$ cat config.mk
export PLATFORM = sky130hd
export DESIGN_NAME = fnv1a64_string_hash_flat
export DESIGN_NICKNAME = d
export VERILOG_FILES = /design/src/rtl/fnv_pkg.sv /design/src/rtl/fnv_if.sv /design/src/rtl/fnv1a64_string_hash.sv /design/src/rtl/fnv_norm.sv /design/src/rtl/fnv_core.sv /design/src/flat_wrapper.sv
export SDC_FILE = /design/constraint.sdc
export NUM_CORES = 1
export LEC_CHECK = 0
export BUFFER_PORTS_ARGS = -buffer_cell sky130_fd_sc_hd__buf_2
export CAP_MARGIN = 20
export CORE_ASPECT_RATIO = 2
export CORE_MARGIN = 2
export CORE_UTILIZATION = 30
export CTS_CLUSTER_SIZE = 14
export DETAILED_ROUTE_END_ITERATION = 7
export PLACE_DENSITY = 0.48
export SLEW_MARGIN = 10
export SYNTH_ARGS = -nofsm -noshare
export SYNTH_HDL_FRONTEND = slang
export SYNTH_SLANG_ARGS = --single-unit
$ cat constraint.sdc
create_clock -name clk -period 17.8 [get_ports clk]
set_input_delay 2.67 -clock clk [delete_from_list [all_inputs] [get_ports clk]]
set_output_delay 2.67 -clock clk [all_outputs]
set_load 0.01 [all_outputs]
$ cat src/rtl/fnv_pkg.sv
// shared types, constants and helpers for the fnv-1a 64-bit string hash
package fnv_pkg;

  localparam logic [63:0] OFFSET_BASIS = 64'hcbf29ce484222325;
  localparam int unsigned CFG_ADDR_W = 3;

  localparam logic [0:0] REG_NORMALIZE = 1'b0;

  typedef struct packed {
    logic [7:0] data_byte;
    logic       take;
    logic       last;
  } stage_word_t;

  typedef struct packed {
    logic advance;
  } stage_ctrl_t;

  // multiply by the fnv prime 2^40 + 0x1b3, modulo 2^64
  function automatic logic [63:0] mul_prime(input logic [63:0] x);
    logic [63:0] sum;
    begin
      sum = x + (x << 1) + (x << 4) + (x << 5) + (x << 7) + (x << 8) + (x << 40);
      return sum;
    end
  endfunction

  function automatic logic is_skipped(input logic [7:0] c);
    logic skip;
    begin
      skip = 1'b0;
      if ((c >= 8'h09 && c <= 8'h0d) || c == 8'h20) begin
        skip = 1'b1;
      end
      if ((c >= 8'h21 && c <= 8'h2f) || (c >= 8'h3a && c <= 8'h40)) begin
        skip = 1'b1;
      end
      if ((c >= 8'h5b && c <= 8'h60) || (c >= 8'h7b && c <= 8'h7e)) begin
        skip = 1'b1;
      end
      return skip;
    end
  endfunction

endpackage

$ cat src/rtl/fnv_if.sv
// valid/ready channel interfaces for string bytes and hash results
interface fnv_in_if;
  logic       valid;
  logic       ready;
  logic [7:0] data_byte;
  logic       no_byte;
  logic       last;

  modport source (output valid, output data_byte, output no_byte, output last, input ready);
  modport sink (input valid, input data_byte, input no_byte, input last, output ready);
endinterface

interface fnv_out_if;
  logic        valid;
  logic        ready;
  logic [63:0] hash_value;

  modport source (output valid, output hash_value, input ready);
  modport sink (input valid, input hash_value, output ready);
endinterface

$ cat src/rtl/fnv1a64_string_hash.sv
// top level of the fnv-1a 64-bit string hash with its register port
// Hashes a string given one byte per word on in_ch and returns the 64-bit
// FNV-1a hash on out_ch after the word marked last. A word flagged no_byte
// hashes nothing, so no_byte with last ends an empty string. One word is
// taken every cycle unless the input register is held; a byte waits in the
// input register and is folded into the running hash as it advances, and a
// last word then puts its hash on out_ch through the result register. A last
// word waits in the input register while an earlier hash is still held on
// out_ch. The shift-and-add multiply by the prime lies in the hash register
// loop. Register 0 at byte address 0 is normalize: when set, A-Z are
// lowercased and whitespace and punctuation bytes are dropped.
module fnv1a64_string_hash (
  input  logic                                clk,
  input  logic                                rst_n,
  fnv_in_if.sink                              in_ch,
  fnv_out_if.source                           out_ch,
  input  logic                                cfg_psel,
  input  logic                                cfg_penable,
  input  logic                                cfg_pwrite,
  input  logic [fnv_pkg::CFG_ADDR_W-1:0]      cfg_paddr,
  input  logic [31:0]                         cfg_pwdata,
  output logic [31:0]                         cfg_prdata,
  output logic                                cfg_pready
);

  logic                 normalize_r;
  logic                 normalize_nxt;
  logic                 cfg_write;
  logic                 s1_valid;
  fnv_pkg::stage_word_t s1_word;
  fnv_pkg::stage_ctrl_t ctrl;

  assign cfg_pready = 1'b1;
  assign cfg_write  = cfg_psel && cfg_penable && cfg_pwrite && cfg_pready;

  always_comb begin
    normalize_nxt = normalize_r;
    if (cfg_write && cfg_paddr[2] == fnv_pkg::REG_NORMALIZE) begin
      normalize_nxt = cfg_pwdata[0];
    end
  end

  always_ff @(posedge clk) begin
    if (!rst_n) begin
      normalize_r <= 1'b0;
    end else begin
      normalize_r <= normalize_nxt;
    end
  end

  always_comb begin
    cfg_prdata = 32'd0;
    if (cfg_paddr[2] == fnv_pkg::REG_NORMALIZE) begin
      cfg_prdata = {31'd0, normalize_r};
    end
  end

  fnv_norm u_norm (
    .clk       (clk),
    .rst_n     (rst_n),
    .in_ch     (in_ch),
    .normalize (normalize_r),
    .ctrl      (ctrl),
    .s1_valid  (s1_valid),
    .s1_word   (s1_word)
  );

  fnv_core u_core (
    .clk      (clk),
    .rst_n    (rst_n),
    .s1_valid (s1_valid),
    .s1_word  (s1_word),
    .ctrl     (ctrl),
    .out_ch   (out_ch)
  );

`ifndef SYNTHESIS
  a_last_emits : assert property (@(posedge clk) disable iff (!rst_n)
    s1_valid && s1_word.last && ctrl.advance |=> out_ch.valid)
    else $error("last word did not produce a result");

  a_no_overrun : assert property (@(posedge clk) disable iff (!rst_n)
    in_ch.valid && in_ch.ready |-> !s1_valid || ctrl.advance)
    else $error("input register overwritten while held");

  a_cfg_write : assert property (@(posedge clk) disable iff (!rst_n)
    cfg_write && cfg_paddr[2] == fnv_pkg::REG_NORMALIZE |=> normalize_r == $past(cfg_pwdata[0]))
    else $error("normalize register write lost");
`endif

endmodule

$ cat src/rtl/fnv_norm.sv
// input stage: byte normalization and the registered input word
module fnv_norm (
  input  logic                clk,
  input  logic                rst_n,
  fnv_in_if.sink              in_ch,
  input  logic                normalize,
  input  fnv_pkg::stage_ctrl_t ctrl,
  output logic                s1_valid,
  output fnv_pkg::stage_word_t s1_word
);

  logic                 s1_valid_r;
  logic                 s1_valid_nxt;
  fnv_pkg::stage_word_t s1_word_r;
  fnv_pkg::stage_word_t s1_word_nxt;
  logic [7:0]           lowered;
  logic                 accept;

  assign in_ch.ready = !s1_valid_r || ctrl.advance;
  assign accept      = in_ch.valid && in_ch.ready;

  always_comb begin
    lowered = in_ch.data_byte;
    if (normalize && in_ch.data_byte >= 8'h41 && in_ch.data_byte <= 8'h5a) begin
      lowered = in_ch.data_byte + 8'h20;
    end
    s1_word_nxt.data_byte = lowered;
    s1_word_nxt.take      = !in_ch.no_byte && !(normalize && fnv_pkg::is_skipped(lowered));
    s1_word_nxt.last      = in_ch.last;
  end

  always_comb begin
    s1_valid_nxt = s1_valid_r;
    if (accept) begin
      s1_valid_nxt = 1'b1;
    end else if (ctrl.advance) begin
      s1_valid_nxt = 1'b0;
    end
  end

  always_ff @(posedge clk) begin
    if (!rst_n) begin
      s1_valid_r <= 1'b0;
    end else begin
      s1_valid_r <= s1_valid_nxt;
    end
  end

  always_ff @(posedge clk) begin
    if (accept) begin
      s1_word_r <= s1_word_nxt;
    end
  end

  assign s1_valid = s1_valid_r;
  assign s1_word  = s1_word_r;

endmodule

$ cat src/rtl/fnv_core.sv
// hash stage: running fnv-1a update and the result register
module fnv_core (
  input  logic                 clk,
  input  logic                 rst_n,
  input  logic                 s1_valid,
  input  fnv_pkg::stage_word_t s1_word,
  output fnv_pkg::stage_ctrl_t ctrl,
  fnv_out_if.source            out_ch
);

  logic [63:0] hash_r;
  logic [63:0] hash_nxt;
  logic [63:0] hash_upd;
  logic        out_valid_r;
  logic        out_valid_nxt;
  logic [63:0] out_hash_r;
  logic        advance;
  logic        emit;

  assign advance      = s1_valid && !(s1_word.last && out_valid_r && !out_ch.ready);
  assign ctrl.advance = advance;
  assign emit         = advance && s1_word.last;

  always_comb begin
    hash_upd = hash_r;
    if (s1_word.take) begin
      hash_upd = fnv_pkg::mul_prime(hash_r ^ {56'd0, s1_word.data_byte});
    end
    hash_nxt = hash_r;
    if (advance) begin
      hash_nxt = s1_word.last ? fnv_pkg::OFFSET_BASIS : hash_upd;
    end
  end

  always_comb begin
    out_valid_nxt = out_valid_r;
    if (emit) begin
      out_valid_nxt = 1'b1;
    end else if (out_ch.ready) begin
      out_valid_nxt = 1'b0;
    end
  end

  always_ff @(posedge clk) begin
    if (!rst_n) begin
      hash_r      <= fnv_pkg::OFFSET_BASIS;
      out_valid_r <= 1'b0;
    end else begin
      hash_r      <= hash_nxt;
      out_valid_r <= out_valid_nxt;
    end
  end

  always_ff @(posedge clk) begin
    if (emit) begin
      out_hash_r <= hash_upd;
    end
  end

  assign out_ch.valid      = out_valid_r;
  assign out_ch.hash_value = out_hash_r;

endmodule

$ cat src/flat_wrapper.sv
// flat-port wrapper written by rule: the top's interface ports become plain ports
module fnv1a64_string_hash_flat 
  (clk, rst_n, cfg_psel, cfg_penable, cfg_pwrite, cfg_paddr, cfg_pwdata, cfg_prdata, cfg_pready, in_ch_valid, in_ch_data_byte, in_ch_no_byte, in_ch_last, in_ch_ready, out_ch_valid, out_ch_hash_value, out_ch_ready);
  fnv_in_if in_ch_i ();
  fnv_out_if out_ch_i ();
  input  logic clk;
  input  logic rst_n;
  input  logic cfg_psel;
  input  logic cfg_penable;
  input  logic cfg_pwrite;
  input  logic [fnv_pkg::CFG_ADDR_W-1:0] cfg_paddr;
  input  logic [31:0] cfg_pwdata;
  output logic [31:0] cfg_prdata;
  output logic cfg_pready;
  input wire logic [$bits(in_ch_i.valid)-1:0] in_ch_valid;
  input wire logic [$bits(in_ch_i.data_byte)-1:0] in_ch_data_byte;
  input wire logic [$bits(in_ch_i.no_byte)-1:0] in_ch_no_byte;
  input wire logic [$bits(in_ch_i.last)-1:0] in_ch_last;
  output wire logic [$bits(in_ch_i.ready)-1:0] in_ch_ready;
  output wire logic [$bits(out_ch_i.valid)-1:0] out_ch_valid;
  output wire logic [$bits(out_ch_i.hash_value)-1:0] out_ch_hash_value;
  input wire logic [$bits(out_ch_i.ready)-1:0] out_ch_ready;
  assign in_ch_i.valid = in_ch_valid;
  assign in_ch_i.data_byte = in_ch_data_byte;
  assign in_ch_i.no_byte = in_ch_no_byte;
  assign in_ch_i.last = in_ch_last;
  assign in_ch_ready = in_ch_i.ready;
  assign out_ch_valid = out_ch_i.valid;
  assign out_ch_hash_value = out_ch_i.hash_value;
  assign out_ch_i.ready = out_ch_ready;
  fnv1a64_string_hash u_core (.clk(clk), .rst_n(rst_n), .in_ch(in_ch_i), .out_ch(out_ch_i), .cfg_psel(cfg_psel), .cfg_penable(cfg_penable), .cfg_pwrite(cfg_pwrite), .cfg_paddr(cfg_paddr), .cfg_pwdata(cfg_pwdata), .cfg_prdata(cfg_prdata), .cfg_pready(cfg_pready));
endmodule
==> run_summary.xml, run 1 <==
<?xml version="1.0" encoding="UTF-8"?>
<metrics>
  <group name="sta">
    <metric name="finalWorstPathRequiredPeriod" unit="ns">6.85</metric>
    <metric name="worst-slew-pin-transition" unit="ns">1.05</metric>
    <metric name="unrepaired_setup_endpoints_after_global_routing" unit="">false</metric>
    <metric name="finalHoldViolations" unit="">0</metric>
    <metric name="setup_violations" unit="">0</metric>
    <metric name="drv_slew" unit="">0</metric>
    <metric name="max_freq" unit="MHz">146</metric>
    <metric name="totalNegativeSetupSlack" unit="ns">0</metric>
    <metric name="share_of_the_clock_period_used_by_the_worst_path" unit="%">38.5</metric>
    <metric name="timing.clock.skew" unit="ns">0.0124</metric>
    <metric name="fin_hold_ws" unit="ns">0.495</metric>
    <metric name="maxSlewHeadroom" unit="%">30.2</metric>
  </group>
  <group name="routing">
    <metric name="postRouteWirelength" unit="um">48900</metric>
    <metric name="drtAntennaViolNets" unit="">0</metric>
    <metric name="drt-vias-per-instance" unit="">4.86</metric>
    <metric name="vias" unit="">11900</metric>
    <metric name="detailedRoute.firstPassIterationCount" unit="">5</metric>
    <metric name="detail_route.wl_per_cell" unit="um">19.9</metric>
    <metric name="detail_route.drc_violations" unit="">0</metric>
    <metric name="first_iter_violations" unit="">626</metric>
  </group>
  <group name="cts">
    <metric name="ctsHtreeMaxLevel" unit="">4</metric>
    <metric name="cts_inserted_buffers" unit="">17</metric>
    <metric name="ctsRootBufferMaster" unit="">clkbuf_16</metric>
    <metric name="clock_sink_count" unit="">141</metric>
    <metric name="post-cts-setup-buffer-count" unit="">0</metric>
    <metric name="clk_transition_reported_paths" unit="ns">0.07</metric>
    <metric name="clockBufferDepth" unit="">2</metric>
    <metric name="holdBufCountCts" unit="">0</metric>
    <metric name="cts_resized" unit="">0</metric>
    <metric name="cts_tree" unit="">yes</metric>
    <metric name="clock_insertion_delay_worst_skew" unit="ns">0.47</metric>
  </group>
  <group name="yosys">
    <metric name="postSynthCellCount" unit="">1705</metric>
    <metric name="synth.cell_area" unit="um^2">16200</metric>
    <metric name="netlist-cell-type-count" unit="">68</metric>
    <metric name="yosysSeqAreaShare" unit="%">21.9</metric>
    <metric name="average_size_of_a_mapped_cell" unit="um^2">9.53</metric>
    <metric name="synth-async-reset-ratio" unit="%">0</metric>
    <metric name="synth-seq-cells" unit="">141</metric>
    <metric name="yosysWarnings" unit="">0</metric>
    <metric name="synthFlopType" unit="">edfxtp_1</metric>
    <metric name="synth-edff-count" unit="">74</metric>
  </group>
  <group name="job">
    <metric name="maxCapViolCount" unit="">0</metric>
  </group>
  <group name="die">
    <metric name="dieWidth" unit="um">169</metric>
    <metric name="ios" unit="">151</metric>
    <metric name="fp.dieArea" unit="um^2">56100</metric>
    <metric name="floorplan.initialDensity" unit="%">30.3</metric>
    <metric name="num_rows" unit="">120</metric>
    <metric name="core-area" unit="um^2">53600</metric>
    <metric name="die_height" unit="um">333</metric>
  </group>
  <group name="final_layout">
    <metric name="n_fill_cell" unit="">5493</metric>
    <metric name="layout.nets" unit="">2167</metric>
    <metric name="diode_count" unit="">0</metric>
    <metric name="final_core_util" unit="%">33.3</metric>
    <metric name="areaGrowthSynthToFinish" unit="%">10.1</metric>
    <metric name="final_common_cell" unit="">inv_1</metric>
    <metric name="layout-drive-gt1-share" unit="%">9.04</metric>
    <metric name="layout.cells.most_common_list" unit="">inv_1, fa_1, nand2_1</metric>
  </group>
  <group name="setup_path">
    <metric name="worstPathBufferInverterCount" unit="">3</metric>
    <metric name="timing.critical_path.mode_cell" unit="">fa_1</metric>
    <metric name="timing.critical_path.required" unit="ns">18.02</metric>
    <metric name="worst-setup-path-type" unit="">reg -&gt; reg</metric>
    <metric name="crit_chain" unit="">xnor2_1 &gt; clkinv_1 &gt; fa_1 &gt; fa_1 &gt; inv_1 &gt; fa_1 &gt; fa_1 &gt; inv_1 &gt; ha_1 &gt; nand4_1 &gt; nor3_1 &gt; and4_1 &gt; o21ai_0 &gt; a21oi_1 &gt; a21boi_0 &gt; o21ai_0 &gt; xor2_1 &gt; mux2_2</metric>
    <metric name="critical-path-slowest-cell" unit="">fa_1</metric>
    <metric name="cp_data_arrival_time" unit="ns">7.07</metric>
    <metric name="slowest_delay" unit="ns">0.62</metric>
    <metric name="critPathMaxFanout" unit="">9</metric>
    <metric name="path_delay_family" unit="">adder cells</metric>
    <metric name="cp-start-kind" unit="">flop</metric>
    <metric name="cp-end-kind" unit="">flop</metric>
  </group>
  <group name="placement">
    <metric name="dp_hpwl" unit="um">40600</metric>
    <metric name="routabilityCongestion" unit="">0.905</metric>
    <metric name="io_buffers" unit="">85</metric>
  </group>
  <group name="global_routing">
    <metric name="grt_pass1_vias" unit="">12900</metric>
    <metric name="grt_antenna_before_repair" unit="">0</metric>
    <metric name="globalRouteTotalUtil" unit="%">18.4</metric>
    <metric name="grt_first_pass_wirelength" unit="um">76600</metric>
    <metric name="grt_max_degree" unit="">63</metric>
    <metric name="grt_remaining_overflow" unit="">0</metric>
  </group>
  <group name="hold_path">
    <metric name="hold_path.class" unit="">reg -&gt; reg</metric>
  </group>
  <group name="status">
    <metric name="run_status" unit="">complete, no violations</metric>
  </group>
</metrics>
## area by class of cell
class,instances,area (um^2),area share [%]
multi-input cells,1112,10900,60.8
flip-flops and latches,141,3560,19.9
clock inverters,12,136,0.763
clock buffers,20,437,2.44
well taps,671,840,4.70
inverters,394,1480,8.28
repair buffers,102,553,3.09
## synth_stat cells, types with 36 or more instances
cell / number / area share, %
edfxtp_1: 74 / 14
nand2_1: 115 / 2.7
inv_1: 392 / 9.1
xnor2_1: 57 / 3.1
fa_1: 240 / 30
o21ai_0: 73 / 2.2
a21oi_1: 88 / 2.7
clkbuf_1: 49 / 1.1
a21o_1: 41 / 1.9
dfxtp_1: 67 / 8.3
nor2_1: 36 / 0.83
ha_1: 107 / 8.2
## cell families (layout without fill, tap and decap cells)
logic type	Yosys count	after routing	synth area share (%)
adder cells (fa/ha/maj)	352	352	38.1
XOR/XNOR	91	91	4.91
other	2	32	0.0462
AND/OR/NAND/NOR	284	284	8.57
flip-flops	141	141	21.9
multiplexers	23	23	1.53
AO/OA/AOI/OAI	330	330	13.0
buffers and inverters	482	528	11.9
## routing by layer
metal | global-route usage (%) | vias up | part of all wire (%)
li1 | - | 5552 | -
met1 | 18.4 | 6048 | 35
met2 | 36.0 | 227 | 57
met3 | 1.70 | 98 | 2.0
met4 | 10.8 | 0 | 5.9
met5 | 0 | - | 0
## per-stage QoR
stage          area [um^2]  instances  worst slack, ns
2_1_floorplan        16400       1735            12.11
3_3_place_gp         17300       2419            10.92
3_5_place_dp         17300       2419            10.95
4_1_cts              17900       2451            10.88
5_1_grt              17900       2452            10.59
6_report             17900       2452            10.95
## sequential cells by signal, indices dropped and copies added, names as in the netlist
signal	flops
u_core.u_norm.s1_word	10
u_core.u_core.hash_r	64
u_core.u_norm.s1_valid	1
u_core.normalize_r	1
u_core.u_core.out_ch.valid	1
u_core.u_core.out_ch.hash_value	64
## worst paths after layout
| check | slack (ns) | cells after the start | end | from |
|---|---|---|---|---|
| min reg2reg | 0.49 | 1 | u_core.u_core.hash_r[24]$_SDFFE_PN0P_ | u_core.u_core.hash_r[24]$_SDFFE_PN0P_ |
| max | 10.95 | 18 | u_core.u_core.out_ch.hash_value[61]$_DFFE_PP_ | u_core.u_norm.s1_word[4]$_DFFE_PP_ |
| max reg2reg | 10.95 | 18 | u_core.u_core.out_ch.hash_value[61]$_DFFE_PP_ | u_core.u_norm.s1_word[4]$_DFFE_PP_ |
| min | 0.49 | 1 | u_core.u_core.hash_r[24]$_SDFFE_PN0P_ | u_core.u_core.hash_r[24]$_SDFFE_PN0P_ |
Power of run 1 is not shown: default switching activity piles up to over one toggle a cycle in this logic, so the estimate is an artifact.
==> run 2: changes to the inputs <==
Settings changed: PLACE_DENSITY 0.48 to 0.5.
Clock period 17.8 ns to 5.7 ns, I/O delays scaled along.
==> run 2 against run 1 <==
Against the previous run: cell area increased by 19%; cell count increased by 12%; global-route usage increased by 1.2 points; sequential share of layout area decreased by 3.2 points; register-to-register slack got worse by 11 ns; wire length increased by 10%; sequential cell count unchanged; worst hold slack improved by 0.013 ns; worst setup slack got worse by 11 ns; critical path depth increased by 2; core utilization increased by 6.4 points.
==> run_summary.xml, run 2 (synthesized netlist as in run 1, its figures left out) <==
<?xml version="1.0" encoding="UTF-8"?>
<metrics>
  <group name="placement">
    <metric name="io_buffers" unit="">85</metric>
    <metric name="routabilityCongestion" unit="">0.913</metric>
    <metric name="dp_hpwl" unit="um">44300</metric>
    <metric name="placement.setup.worst_slack" unit="ns">-0.307</metric>
    <metric name="dpl.cell_count" unit="">2677</metric>
  </group>
  <group name="routing">
    <metric name="postRouteWirelength" unit="um">53900</metric>
    <metric name="detail_route.wl_per_cell" unit="um">19.6</metric>
    <metric name="drt-vias-per-instance" unit="">4.82</metric>
    <metric name="detailedRoute.firstPassIterationCount" unit="">5</metric>
    <metric name="detail_route.drc_violations" unit="">0</metric>
    <metric name="vias" unit="">13300</metric>
    <metric name="drtAntennaViolNets" unit="">0</metric>
    <metric name="first_iter_violations" unit="">489</metric>
  </group>
  <group name="die">
    <metric name="num_rows" unit="">120</metric>
    <metric name="floorplan.initialDensity" unit="%">30.3</metric>
    <metric name="dieWidth" unit="um">169</metric>
    <metric name="die_height" unit="um">333</metric>
    <metric name="core-area" unit="um^2">53600</metric>
    <metric name="ios" unit="">151</metric>
    <metric name="fp.dieArea" unit="um^2">56100</metric>
  </group>
  <group name="setup_path">
    <metric name="worst-setup-path-type" unit="">reg -&gt; reg</metric>
    <metric name="reg2reg_to" unit="">u_core.u_core.out_ch.hash_value[58]$_DFFE_PP_</metric>
    <metric name="rr_startpoint" unit="">u_core.u_core.hash_r[42]$_SDFFE_PN1P_</metric>
    <metric name="cp-start-kind" unit="">flop</metric>
    <metric name="critPathMaxFanout" unit="">6</metric>
    <metric name="timing.critical_path.required" unit="ns">5.91</metric>
    <metric name="reg2reg_depth" unit="">20</metric>
    <metric name="timing.reg2reg.setup_slack" unit="ns">0.12</metric>
    <metric name="cp-end-kind" unit="">flop</metric>
    <metric name="cp_data_arrival_time" unit="ns">5.79</metric>
  </group>
  <group name="final_layout">
    <metric name="final_core_util" unit="%">39.8</metric>
    <metric name="diode_count" unit="">0</metric>
    <metric name="layout.cells.most_common_list" unit="">inv_1, buf_4, fa_1</metric>
    <metric name="layout-drive-gt1-share" unit="%">28.7</metric>
    <metric name="layout.nets" unit="">2466</metric>
    <metric name="areaGrowthSynthToFinish" unit="%">31.2</metric>
    <metric name="final_common_cell" unit="">inv_1</metric>
    <metric name="n_fill_cell" unit="">5299</metric>
    <metric name="fin_cells" unit="">2751</metric>
  </group>
  <group name="job">
    <metric name="maxCapViolCount" unit="">0</metric>
  </group>
  <group name="global_routing">
    <metric name="grt_pass1_vias" unit="">14100</metric>
    <metric name="globalRouteTotalUtil" unit="%">19.6</metric>
    <metric name="grt_first_pass_wirelength" unit="um">82300</metric>
    <metric name="grt_max_degree" unit="">64</metric>
    <metric name="grt_antenna_before_repair" unit="">0</metric>
    <metric name="grt_remaining_overflow" unit="">0</metric>
  </group>
  <group name="cts">
    <metric name="clk_transition_reported_paths" unit="ns">0.07</metric>
    <metric name="cts_inserted_buffers" unit="">17</metric>
    <metric name="clock_sink_count" unit="">141</metric>
    <metric name="cts_tree" unit="">yes</metric>
    <metric name="ctsHtreeMaxLevel" unit="">4</metric>
    <metric name="clock_insertion_delay_worst_skew" unit="ns">0.46</metric>
    <metric name="ctsRootBufferMaster" unit="">clkbuf_16</metric>
    <metric name="clockBufferDepth" unit="">2</metric>
  </group>
  <group name="sta">
    <metric name="setup_violations" unit="">0</metric>
    <metric name="timing.clock.skew" unit="ns">0.0145</metric>
    <metric name="max_freq" unit="MHz">179</metric>
    <metric name="smallest_setup_slack_after_layout" unit="ns">0.120</metric>
    <metric name="finalHoldViolations" unit="">0</metric>
    <metric name="share_of_the_clock_period_used_by_the_worst_path" unit="%">97.9</metric>
    <metric name="unrepaired_setup_endpoints_after_global_routing" unit="">true</metric>
    <metric name="worst-slew-pin-transition" unit="ns">1.03</metric>
    <metric name="drv_slew" unit="">0</metric>
    <metric name="maxSlewHeadroom" unit="%">30.8</metric>
    <metric name="finalWorstPathRequiredPeriod" unit="ns">5.58</metric>
  </group>
  <group name="hold_path">
    <metric name="min_to" unit="">u_core.u_core.hash_r[24]$_SDFFE_PN0P_</metric>
    <metric name="worstHoldStart" unit="">u_core.u_core.hash_r[24]$_SDFFE_PN0P_</metric>
    <metric name="min_delay_path_depth" unit="">1</metric>
    <metric name="hold_path.class" unit="">reg -&gt; reg</metric>
  </group>
  <group name="status">
    <metric name="run_status" unit="">complete, no violations</metric>
  </group>
</metrics>
run 2: cell count changes in the layout (fill, tap and decap cells not counted), moves of 9 or more:
cell / delta
ha_1: -38
o21ai_1: +9
buf_4: +274
xnor2_1: -9
buf_6: +17
a21oi_1: -27
o21ai_0: -11
ha_4: +31
a21oi_2: +23
run 2: per-layer routing:
| layer | up-vias | part of all wire [%] | global-route usage, % |
|---|---|---|---|
| met5 | - | 0 | 0 |
| met4 | 0 | 5.9 | 10.5 |
| met3 | 103 | 2.6 | 1.73 |
| met2 | 294 | 57 | 39.1 |
| met1 | 6713 | 34 | 19.6 |
| li1 | 6148 | - | - |
run 2: cell type report:
cell class	count	area [um^2]	share of cell area (%)
inverters	394	1510	7.07
clock buffers	18	429	2.01
clock inverters	14	194	0.910
repair buffers	401	2960	13.9
flip-flops and latches	141	3570	16.8
well taps	671	840	3.94
multi-input cells	1112	11800	55.4
run 2: how the worst max path moves through the flow:
stage	start	endpoint	slack, ns	cells after the start
final	u_core.u_core.hash_r[42]$_SDFFE_PN1P_	u_core.u_core.out_ch.hash_value[58]$_DFFE_PP_	0.12	20
after global routing	u_core.u_core.hash_r[42]$_SDFFE_PN1P_	u_core.u_core.out_ch.hash_value[58]$_DFFE_PP_	-0.06	20
after CTS	u_core.u_core.hash_r[16]$_SDFFE_PN0P_	u_core.u_core.out_ch.hash_value[51]$_DFFE_PP_	-0.04	23
after detailed placement	u_core.u_norm.s1_word[5]$_DFFE_PP_	u_core.u_core.out_ch.hash_value[61]$_DFFE_PP_	-0.31	19
after global placement	u_core.u_norm.s1_word[3]$_DFFE_PP_	u_core.u_core.out_ch.hash_value[51]$_DFFE_PP_	-0.30	22
after floorplan	u_core.u_norm.s1_word[6]$_DFFE_PP_	u_core.u_core.out_ch.hash_value[61]$_DFFE_PP_	0.02	18
run 2: metrics by stage:
stage               hold slack (ns)  instance area, um^2  TNS [ns]
floorplan                     0.449                16400         0
finish                        0.508                21300         0
detailed placement            0.469                19300     -3.87
global route                  0.536                21300    -0.293
CTS                           0.486                20200   -0.0400
global placement              0.469                19300     -3.87
run 2: worst max-delay path, stage by stage, from the launching register on:
cell,delay (ns)
dfxtp_1,0.30
inv_1,0.19
buf_4,0.22
fa_1,0.53
inv_1,0.06
fa_1,0.53
inv_1,0.05
fa_1,0.47
fa_1,0.52
inv_1,0.05
ha_1,0.31
buf_4,0.15
a21o_1,0.18
a21o_1,0.19
a21oi_2,0.14
a21oi_1,0.07
or3b_2,0.46
o211ai_1,0.30
nand2_1,0.15
xor2_2,0.19
mux2_2,0.27
run 2: what timing repair did:
action	in CTS	in global routing
pin swaps	11	69
setup endpoints to repair	37	46
hold buffers	0	0
resized for setup	48	142
setup buffers	8	35
Power of run 2 is left out for the same reason.
==> run 3: changes to the inputs <==
Clock period 5.7 ns to 4.9 ns, I/O delays scaled along.
==> run 3 against run 2 <==
Against the previous run: core utilization grew 4.5 points; die area is the same; the run now ends with negative setup slack left; via count grew 3.6%.
==> run_summary.xml, run 3 (synthesized netlist as in run 1, its figures left out) <==
<?xml version="1.0" encoding="UTF-8"?>
<metrics>
  <group name="job">
    <metric name="maxCapViolCount" unit="">0</metric>
  </group>
  <group name="final_layout">
    <metric name="diode_count" unit="">0</metric>
    <metric name="n_fill_cell" unit="">5023</metric>
    <metric name="multi_input_comb_area" unit="um^2">13100</metric>
    <metric name="layout-drive-gt1-share" unit="%">41.1</metric>
    <metric name="final_core_util" unit="%">44.2</metric>
    <metric name="register_area" unit="um^2">3580</metric>
    <metric name="post-route-cell-area" unit="um^2">23700</metric>
    <metric name="layout.nets" unit="">2577</metric>
    <metric name="final_common_cell" unit="">buf_4</metric>
    <metric name="areaGrowthSynthToFinish" unit="%">45.9</metric>
    <metric name="layout.cells.most_common_list" unit="">buf_4, inv_1, fa_1</metric>
  </group>
  <group name="placement">
    <metric name="dp_hpwl" unit="um">46700</metric>
    <metric name="placement.cell_area" unit="um^2">20300</metric>
    <metric name="routabilityCongestion" unit="">0.909</metric>
    <metric name="io_buffers" unit="">85</metric>
  </group>
  <group name="sta">
    <metric name="max_freq" unit="MHz">183</metric>
    <metric name="smallest_setup_slack_after_layout" unit="ns">-0.565</metric>
    <metric name="setup_violations" unit="">82</metric>
    <metric name="finalHoldViolations" unit="">0</metric>
    <metric name="timing.clock.skew" unit="ns">0.0139</metric>
    <metric name="drv_slew" unit="">0</metric>
    <metric name="unrepaired_setup_endpoints_after_global_routing" unit="">true</metric>
    <metric name="share_of_the_clock_period_used_by_the_worst_path" unit="%">112</metric>
    <metric name="maxSlewHeadroom" unit="%">33.9</metric>
    <metric name="fin_hold_ws" unit="ns">0.459</metric>
    <metric name="finalWorstPathRequiredPeriod" unit="ns">5.46</metric>
    <metric name="worst-slew-pin-transition" unit="ns">0.992</metric>
  </group>
  <group name="cts">
    <metric name="clockBufferDepth" unit="">2</metric>
    <metric name="cts_inserted_buffers" unit="">17</metric>
    <metric name="ctsRootBufferMaster" unit="">clkbuf_16</metric>
    <metric name="clock_insertion_delay_worst_skew" unit="ns">0.47</metric>
    <metric name="clock_sink_count" unit="">141</metric>
    <metric name="cts_tree" unit="">yes</metric>
    <metric name="ctsHtreeMaxLevel" unit="">4</metric>
    <metric name="clk_transition_reported_paths" unit="ns">0.07</metric>
  </group>
  <group name="global_routing">
    <metric name="globalRouteTotalUtil" unit="%">21.4</metric>
    <metric name="grt_most_used_layer" unit="">met2</metric>
    <metric name="grt_antenna_before_repair" unit="">0</metric>
    <metric name="groute.layer.met2.usage" unit="%">42.4</metric>
    <metric name="grt_pass1_vias" unit="">15200</metric>
    <metric name="gr-usage-met3" unit="%">1.84</metric>
    <metric name="grt_first_pass_wirelength" unit="um">88900</metric>
    <metric name="groute.layer.met1.usage" unit="%">20.6</metric>
    <metric name="grt_remaining_overflow" unit="">0</metric>
    <metric name="grt_max_degree" unit="">108</metric>
  </group>
  <group name="setup_path">
    <metric name="critPathMaxFanout" unit="">4</metric>
    <metric name="cp-end-kind" unit="">flop</metric>
    <metric name="cp_data_arrival_time" unit="ns">5.67</metric>
    <metric name="cp-start-kind" unit="">flop</metric>
    <metric name="timing.critical_path.required" unit="ns">5.10</metric>
    <metric name="worst-setup-path-type" unit="">reg -&gt; reg</metric>
  </group>
  <group name="die">
    <metric name="floorplan.initialDensity" unit="%">30.3</metric>
    <metric name="dieWidth" unit="um">169</metric>
    <metric name="num_rows" unit="">120</metric>
    <metric name="fp.dieArea" unit="um^2">56100</metric>
    <metric name="ios" unit="">151</metric>
    <metric name="die_height" unit="um">333</metric>
    <metric name="core-area" unit="um^2">53600</metric>
  </group>
  <group name="routing">
    <metric name="first_iter_violations" unit="">528</metric>
    <metric name="drt-vias-per-instance" unit="">4.80</metric>
    <metric name="drtAntennaViolNets" unit="">0</metric>
    <metric name="detailedRoute.firstPassIterationCount" unit="">5</metric>
    <metric name="postRouteWirelength" unit="um">58400</metric>
    <metric name="detail_route.wl_per_cell" unit="um">20.4</metric>
    <metric name="vias" unit="">13700</metric>
    <metric name="detail_route.drc_violations" unit="">0</metric>
  </group>
  <group name="hold_path">
    <metric name="hold_path.class" unit="">in -&gt; reg</metric>
  </group>
  <group name="status">
    <metric name="run_status" unit="">complete, but fails checks</metric>
    <metric name="failed_checks" unit="">negative setup slack</metric>
  </group>
</metrics>
## run 3: cell count changes in the layout (fill, tap and decap cells not counted), moves of 13 or more
cell / before / now
inv_1: 383 / 346
ha_4: 31 / 47
buf_4: 290 / 350
xnor2_1: 48 / 33
o21ai_2: 2 / 29
buf_6: 17 / 57
inv_2: 1 / 36
xor2_1: 27 / 14
o21ai_0: 62 / 26
## run 3: final timing paths
kind                                                   end  cells past startpoint  slack [ns]                                  from
max          u_core.u_core.out_ch.hash_value[52]$_DFFE_PP_                     20       -0.56    u_core.u_norm.s1_word[9]$_DFFE_PP_
min                     u_core.u_norm.s1_word[0]$_DFFE_PP_                      1        0.46                            in_ch_last
max reg2reg  u_core.u_core.out_ch.hash_value[52]$_DFFE_PP_                     20       -0.56    u_core.u_norm.s1_word[9]$_DFFE_PP_
min reg2reg           u_core.u_core.hash_r[1]$_SDFFE_PN0P_                      2        0.55  u_core.u_core.hash_r[1]$_SDFFE_PN0P_
## run 3: final cells by class
type	instances	area share [%]
multi-input combinational	1112	55.3
timing repair buffer	512	17.2
sequential	141	15.1
inverter	394	6.38
tap	671	3.54
clock buffer	20	1.93
clock inverter	12	0.581
## run 3: repair_timing
action / in CTS / in global routing
gates resized for setup: 286 / 154
pin swaps: 153 / 117
hold buffers: 0 / 0
setup buffers: 74 / 34
endpoints found under the setup margin: 89 / 101
## run 3: worst max-delay path, cell delays in order, from the launching register on
cell and delay [ns]:
edfxtp_1 0.41, buf_6 0.15, xor2_4 0.24, buf_6 0.16, xor2_4 0.16, ha_4 0.22, fa_1 0.55, inv_2 0.04
fa_1 0.57, inv_2 0.06, ha_4 0.24, ha_4 0.31, nand2_4 0.05, or3_1 0.34, or4b_4 0.56, a21boi_4 0.20
o21ai_2 0.09, nor2_2 0.17, a31oi_2 0.14, xnor2_2 0.21, mux2_4 0.31
## run 3: per-layer routing
layer,up-vias,share of wire (%)
met2,309,57
met4,0,7.4
met3,153,2.1
met1,6918,33
li1,6352,-
met5,-,0
## run 3: through the flow
step	setup slack (ns)	setup TNS [ns]	cells
6_report	-0.565	-21.31	2862
5_1_grt	-0.727	-36.15	2862
4_1_cts	-0.532	-17.84	2840
3_5_place_dp	-0.855	-37.62	2745
3_3_place_gp	-0.804	-35.68	2745
2_1_floorplan	-0.168	-0.664	1735
Power of run 3 is left out for the same reason.
